`config.mk`:
```
export PLATFORM = sky130hd
export DESIGN_NAME = indexed_list_insert_erase_unit
export DESIGN_NICKNAME = d
export VERILOG_FILES = /design/src/rtl/core/ilie_pkg.sv /design/src/rtl/core/indexed_list_insert_erase_unit.sv /design/src/rtl/core/ilie_cell.sv
export SDC_FILE = /design/constraint.sdc
export NUM_CORES = 2
export LEC_CHECK = 0
export ABC_CLOCK_PERIOD_IN_PS = 12900
export CORE_MARGIN = 8
export CORE_UTILIZATION = 40
export DETAILED_ROUTE_END_ITERATION = 6
export DONT_BUFFER_PORTS = 1
export GPL_ROUTABILITY_DRIVEN = 0
export HOLD_SLACK_MARGIN = 0.12
export PLACE_DENSITY = 0.53
export SYNTH_ARGS = -nofsm -noshare
export SYNTH_HDL_FRONTEND = slang
export SYNTH_HIERARCHICAL = 1
export SYNTH_SLANG_ARGS = --single-unit
```
`constraint.sdc`:
```
create_clock -name clk -period 12.9 [get_ports clk]
set_input_delay 2.58 -clock clk [delete_from_list [all_inputs] [get_ports clk]]
set_output_delay 2.58 -clock clk [all_outputs]
set_load 0.02 [all_outputs]
```
`src/rtl/core/ilie_pkg.sv`:
```
// ---------------------------------------------------------------------------
// Indexed list package
// Request and status codes, and the control word broadcast to the cell row.
// ---------------------------------------------------------------------------
package ilie_pkg;

  // Index and count width inside the cell row; covers every supported depth.
  localparam int IDX_W = 9;

  // Request codes carried on the input tuser.
  typedef enum logic [2:0] {
    REQ_PUSH   = 3'd0,
    REQ_POP    = 3'd1,
    REQ_INSERT = 3'd2,
    REQ_ERASE  = 3'd3,
    REQ_READ   = 3'd4,
    REQ_CLEAR  = 3'd5
  } req_t;

  // Status codes returned with every result item.
  typedef enum logic [1:0] {
    ST_OK    = 2'd0,
    ST_RANGE = 2'd1,
    ST_FULL  = 2'd2
  } status_t;

  // Control word seen by every cell in the same cycle.
  typedef struct packed {
    logic             do_push;   // write at index cnt
    logic             do_insert; // shift up from pos, write at pos
    logic             do_erase;  // shift down onto pos
    logic [IDX_W-1:0] pos;       // request index
    logic [IDX_W-1:0] cnt;       // item count before the request
    logic [IDX_W-1:0] rd_idx;    // index driven onto the read bus
  } cell_ctrl_t;

endpackage

```
`src/rtl/core/indexed_list_insert_erase_unit.sv`:
```
// Latency: a result item appears on the output in the cycle after its request item is taken.
// Throughput: one item per cycle while m_tready keeps up; all cells update at one edge.
// Insert and erase shift all later entries by one place in that same edge.
// Reset: the item count and the output valid clear; list entries keep whatever they hold.
// ---------------------------------------------------------------------------
// Indexed list insert and erase unit
// An ordered list of up to DEPTH entries held in a row of cells, served by
// push, pop, insert, erase, read and clear requests, one result per request.
// ---------------------------------------------------------------------------
module indexed_list_insert_erase_unit #(
  parameter int DEPTH = 32,
  parameter int WIDTH = 32
) (
  input  logic        clk,
  input  logic        rst,
  input  logic        s_tvalid,
  output logic        s_tready,
  input  logic [39:0] s_tdata,  // position [4:0], item_value [36:5], zero [39:37]
  input  logic [2:0]  s_tuser,  // req_type [2:0]
  output logic        m_tvalid,
  input  logic        m_tready,
  output logic [39:0] m_tdata,  // item_out [31:0], item_count [37:32], zero [39:38]
  output logic [1:0]  m_tuser   // status [1:0]
);

  localparam int CNT_W = $clog2(DEPTH + 1);
  localparam int XW    = ilie_pkg::IDX_W;

  logic                 acc;
  ilie_pkg::req_t       req;
  logic [XW-1:0]        pos_x;
  logic [XW-1:0]        cnt_x;
  logic [WIDTH-1:0]     wr_value;
  logic [CNT_W-1:0]     count;
  logic [CNT_W-1:0]     count_next;
  ilie_pkg::status_t    status_next;
  logic                 rd_en;
  logic                 full;
  logic                 pos_ok;
  ilie_pkg::cell_ctrl_t ctrl;
  logic [WIDTH-1:0]     rd_bus;
  logic [31:0]          item_next;
  logic [31:0]          item_out;
  logic [5:0]           item_count;
  ilie_pkg::status_t    status;
  logic [WIDTH-1:0]     entry_q [DEPTH];
  logic [WIDTH-1:0]     rd_part [DEPTH];

  // Input handshake: a new item is taken whenever the output register frees.
  assign s_tready = !m_tvalid || m_tready;
  assign acc      = s_tvalid && s_tready;
  assign req      = ilie_pkg::req_t'(s_tuser);
  assign pos_x    = XW'(s_tdata[4:0]);
  assign cnt_x    = XW'(count);
  assign wr_value = WIDTH'(s_tdata[36:5]);
  assign full     = (count == CNT_W'(DEPTH));
  assign pos_ok   = (pos_x < cnt_x);

  // Request decode: status, new count and the control word for the cells.
  always_comb begin
    status_next    = ilie_pkg::ST_OK;
    count_next     = count;
    rd_en          = 1'b0;
    ctrl           = '0;
    ctrl.pos       = pos_x;
    ctrl.cnt       = cnt_x;
    ctrl.rd_idx    = pos_x;
    case (req)
      ilie_pkg::REQ_PUSH: begin
        if (full) begin
          status_next = ilie_pkg::ST_FULL;
        end else begin
          ctrl.do_push = acc;
          count_next   = count + CNT_W'(1);
        end
      end
      ilie_pkg::REQ_POP: begin
        if (count == '0) begin
          status_next = ilie_pkg::ST_RANGE;
        end else begin
          rd_en       = 1'b1;
          ctrl.rd_idx = cnt_x - XW'(1);
          count_next  = count - CNT_W'(1);
        end
      end
      ilie_pkg::REQ_INSERT: begin
        if (!pos_ok) begin
          status_next = ilie_pkg::ST_RANGE;
        end else if (full) begin
          status_next = ilie_pkg::ST_FULL;
        end else begin
          ctrl.do_insert = acc;
          count_next     = count + CNT_W'(1);
        end
      end
      ilie_pkg::REQ_ERASE: begin
        if (!pos_ok) begin
          status_next = ilie_pkg::ST_RANGE;
        end else begin
          ctrl.do_erase = acc;
          count_next    = count - CNT_W'(1);
        end
      end
      ilie_pkg::REQ_READ: begin
        if (!pos_ok) begin
          status_next = ilie_pkg::ST_RANGE;
        end else begin
          rd_en = 1'b1;
        end
      end
      ilie_pkg::REQ_CLEAR: begin
        count_next = '0;
      end
      default: begin
        status_next = ilie_pkg::ST_RANGE;
      end
    endcase
  end

  // Row of cells, each linked to its neighbours; the end cells have only one.
  for (genvar i = 0; i < DEPTH; i++) begin : g_cell
    logic [WIDTH-1:0] prev_entry;
    logic [WIDTH-1:0] next_entry;
    if (i == 0) begin : g_first
      assign prev_entry = wr_value;
    end else begin : g_inner_prev
      assign prev_entry = entry_q[i-1];
    end
    if (i == DEPTH - 1) begin : g_last
      assign next_entry = entry_q[i];
    end else begin : g_inner_next
      assign next_entry = entry_q[i+1];
    end
    ilie_cell #(
      .WIDTH (WIDTH),
      .IDX   (i)
    ) u_cell (
      .clk        (clk),
      .ctrl       (ctrl),
      .wr_value   (wr_value),
      .prev_entry (prev_entry),
      .next_entry (next_entry),
      .entry      (entry_q[i]),
      .rd_data    (rd_part[i])
    );
  end

  // Read bus: at most one cell drives a non-zero word.
  always_comb begin
    rd_bus = '0;
    for (int i = 0; i < DEPTH; i++) begin
      rd_bus = rd_bus | rd_part[i];
    end
  end

  assign item_next = rd_en ? 32'(rd_bus) : '0;

  // Item count register.
  always_ff @(posedge clk) begin
    if (rst) begin
      count <= '0;
    end else if (acc) begin
      count <= count_next;
    end
  end

  // Output register: holds a result item until it is taken.
  always_ff @(posedge clk) begin
    if (rst) begin
      m_tvalid <= 1'b0;
    end else if (s_tready) begin
      m_tvalid <= s_tvalid;
    end
  end

  always_ff @(posedge clk) begin
    if (acc) begin
      item_out   <= item_next;
      item_count <= 6'(count_next);
      status     <= status_next;
    end
  end

  assign m_tdata = {2'b00, item_count, item_out};
  assign m_tuser = status;

  // The count never passes the capacity.
  a_count_bound: assert property (@(posedge clk) disable iff (rst)
    count <= CNT_W'(DEPTH))
    else $error("item count above capacity");

  // A push that is not refused grows the list by one.
  a_push_grows: assert property (@(posedge clk) disable iff (rst)
    acc && (req == ilie_pkg::REQ_PUSH) && !full |=> count == $past(count) + CNT_W'(1))
    else $error("push did not grow the list");

  // A clear empties the list.
  a_clear_empties: assert property (@(posedge clk) disable iff (rst)
    acc && (req == ilie_pkg::REQ_CLEAR) |=> count == '0)
    else $error("clear did not empty the list");

  // Every accepted item yields a result in the next cycle.
  a_result_follows: assert property (@(posedge clk) disable iff (rst)
    acc |=> m_tvalid)
    else $error("accepted item gave no result");

endmodule

```
`src/rtl/core/ilie_cell.sv`:
```
// ---------------------------------------------------------------------------
// Indexed list cell
// Holds one list entry and takes its next value from the request value or
// from a neighbouring cell, so that an insert or erase shifts every later entry together.
// ---------------------------------------------------------------------------
module ilie_cell #(
  parameter int WIDTH = 32,
  parameter int IDX   = 0
) (
  input  logic                clk,
  input  ilie_pkg::cell_ctrl_t ctrl,
  input  logic [WIDTH-1:0]    wr_value,
  input  logic [WIDTH-1:0]    prev_entry,
  input  logic [WIDTH-1:0]    next_entry,
  output logic [WIDTH-1:0]    entry,
  output logic [WIDTH-1:0]    rd_data
);

  localparam int XW = ilie_pkg::IDX_W;
  localparam logic [XW-1:0] MY_IDX = XW'(IDX);

  logic [WIDTH-1:0] entry_next;

  // Choose the new contents of this place in the list.
  always_comb begin
    entry_next = entry;
    if (ctrl.do_push && (MY_IDX == ctrl.cnt)) begin
      entry_next = wr_value;
    end
    if (ctrl.do_insert) begin
      if (MY_IDX == ctrl.pos) begin
        entry_next = wr_value;
      end else if ((MY_IDX > ctrl.pos) && (MY_IDX <= ctrl.cnt)) begin
        entry_next = prev_entry;
      end
    end
    if (ctrl.do_erase && (MY_IDX >= ctrl.pos) && (MY_IDX < ctrl.cnt - XW'(1))) begin
      entry_next = next_entry;
    end
  end

  // The entry itself has no reset: it is undefined until written.
  always_ff @(posedge clk) begin
    entry <= entry_next;
  end

  // Only the addressed cell drives the shared read bus.
  assign rd_data = (MY_IDX == ctrl.rd_idx) ? entry : '0;

endmodule

```
==> flow_summary.toml <==
[clocking]
clock_latency_ps = 830
cts_buffer_depth = 3
cts_resized = 0
clkSinkCount = 1071
tritoncts = "yes"
clkTransAtPathRegs_ps = 60
cts_made_buffers = 141
hold_buffers = 0
root_buffer = "clkbuf_16"
cts.htree.levels = 4
post_cts_buffers = 0

[finish]
fin_util_pct = 43.5
finalNetCount = 9839
nFillCells = 20900
fin_cells = 12700
drive_gt1_share_pct = 17.2
stdcell_area_mm2 = 0.0921
area.growth.synth_to_final_pct = 8.26

[logic_synthesis]
ys_async_sr_fraction_pct = 0
ys_top_cells_by_area = "dfxtp_1, and2_1, mux2_2, mux2i_1, o32ai_1"
avgSynthCellArea_um2 = 8.59
ys_types = 160
synth_top_area_share_pct = 24.3
synth.most_common_cell = "and2_1"
synth.area.mux_share_pct = 13.1
synthAdderAreaFrac_pct = 0.626
synth_top_family_by_area = "compound AO/OA/AOI/OAI gates"
synth-main-ff-cell = "dfxtp_1"
synth_seq_area_share_pct = 25.7
synth_seq_cells = 1071
synthSimpleGateAreaFrac_pct = 24.5
synth_commonest_cells = "and2_1, dfxtp_1, nand2_1, clkbuf_1, mux2_2"
ys_warn_count = 6
synth_top_cell_by_area = "dfxtp_1"
synthXorXnorAreaFrac_pct = 0.226
synth-compound-area-share_pct = 28.1
synthCells = 9910
synth_edf_count = 40
syn_area_mm2 = 0.0851

[die]
initial_core_util_pct = 40.2
die_h_um = 477
rows = 169
fp.coreArea_mm2 = 0.212
die_w_um = 477
ios = 91
die-area_mm2 = 0.228

[power]
p_total_mw = 9.80
ir_drop_mv = 0.158
comb_power_share_pct = 16.7
p_per_area_mw_per_mm2 = 106
clock_power_share_pct = 41.2
power_frac_seq_pct = 42.1
p_sw_mw = 3.11
p_sw_share_pct = 31.7
cellInternalPower_mw = 6.69
p_leak_nw = 35.7

[flow_run]
drv_cap = 0

[critical_path]
start_kind = "primary input"
cp-end-kind = "flip-flop"
arrival_ps = 8100
r2r_cells = 14
cp.required_ps = 13550
crit_type = "primary input to flip-flop"
path_max_fanout = 46

[placement]
dp.cells = 12400
placed_cell_area_mm2 = 0.0875
port_buffers = 0
detailedPlace.worstSlack_ps = 4920
dp_hpwl_um = 262000

[routing]
routed_wl_um = 416000
ant_nets = 0
viasPerCell = 6.91
drtIter0Drc = 11700
routedWlPerCell_um = 32.8
via_count = 87600
drc = 12
dr.pass1.iters = 7

[status]
violations = "DRC"
status = "finished, violations left"

[global_route]
overflow = 0
grt_max_degree = 97
antenna_found_initial = 25
grt_pass1_wl_um = 593000
grt_pass1_vias = 82900
grt_use_total_pct = 34.1

[timing]
whs_ps = 468
finalCritPeriodShare_pct = 57.8
rsz0062_at_grt = "false"
hold_viol = 0
setup_viol = 0
drv_slew = 0
slew_headroom_pct = 3.14
fin_tns_setup_ps = 0
worstMarginPinSlew_ps = 1420
min_period_ps = 7460
skew_ps = 30.4
fmax_ghz = 0.134
fin_ws_ps = 5440

[min_path]
worstHoldPathCells = 2
hold_class = "flip-flop to flip-flop"
==> sequential cells by signal, indices dropped and copies added (netlist names) <==
name	flops
count	6
g_cell.u_cell/entry	1024
item_count	6
item_out	32
m_tuser	2
m_tvalid	1
==> power by group through the flow <==
stage	Clock, mW	Combinational [mW]	Sequential [mW]
detailed placement	0	1.59	4.17
CTS	4.06	1.59	4.10
finish	4.04	1.63	4.13
global placement	0	1.53	4.17
global route	4.20	1.75	4.15
floorplan	0	1.20	3.95
==> worst max-delay path, stage by stage <==
cell and delay [ps]:
nand2b_1 250, nand2_1 270, inv_2 90, buf_4 560
nand2_1 220, nor4_2 210, buf_4 730, buf_4 600
buf_4 540, nor3b_1 420, and3b_1 1050, nand3b_1 160
o221ai_1 130, mux2i_1 130
==> final timing paths <==
check | from | endpoint | slack, ps
min reg2reg | g_cell[0].u_cell/entry[19] | g_cell[0].u_cell/entry[19] | 470
max reg2reg | count[1] | item_out[31] | 6290
min | g_cell[0].u_cell/entry[19] | g_cell[0].u_cell/entry[19] | 470
max | m_tready | g_cell[4].u_cell/entry[25] | 5440
==> logic make-up after synthesis <==
| family | after synthesis |
|---|---|
| flip-flops | 1071 |
| AO/OA/AOI/OAI | 2916 |
| other | 1 |
| multiplexers | 975 |
| adder cells (fa/ha/maj) | 43 |
| AND/OR/NAND/NOR | 3593 |
| XOR/XNOR | 22 |
| buffers and inverters | 1289 |
==> layer usage <==
layer  GRT usage [%]  vias up  part of all wire [%]
met4            27.1       16                   9.6
met1            41.1    43000                    37
met3            8.69     1411                    10
met2            51.7     5450                    43
met5               0        -                 0.023
li1                -    37700                     -
==> cells in the final DEF, fill, tap and decap left out, types with 58 or more instances in the layout <==
cell type  instances
o211ai_1         114
o32ai_1          339
nor2_1           387
o31ai_2           68
a211o_1           64
o21ai_0          159
a221oi_1          91
o21ai_1           97
buf_4            269
clkbuf_16        145
o22ai_1          248
o221ai_1         156
a2111oi_0         65
mux2_2           431
inv_1            357
mux2_4           169
a21oi_1          261
nand2b_1         106
or3_1             58
mux2i_1          357
nand2_1          758
nand3_1           81
nand3b_1          67
a32oi_1          201
nand4_1          175
a31oi_1          220
o31ai_1           92
a2bb2oi_1         66
dfxtp_1         1025
conb_1           356
or4_1             58
nor4_1           356
and2_1          1048
nor3_1            60
==> final cells by class <==
cell class / count / area [µm²] / area share, %
well taps: 2821 / 3530 / 3.83
diodes: 7 / 17.5 / 0.0190
repair buffers: 271 / 2060 / 2.24
multi-input cells: 7905 / 58700 / 63.7
inverters: 361 / 1360 / 1.47
clock inverters: 48 / 541 / 0.587
clock buffers: 200 / 4030 / 4.37
flip-flops and latches: 1071 / 21900 / 23.7
Power figures use the tool's default switching activity.
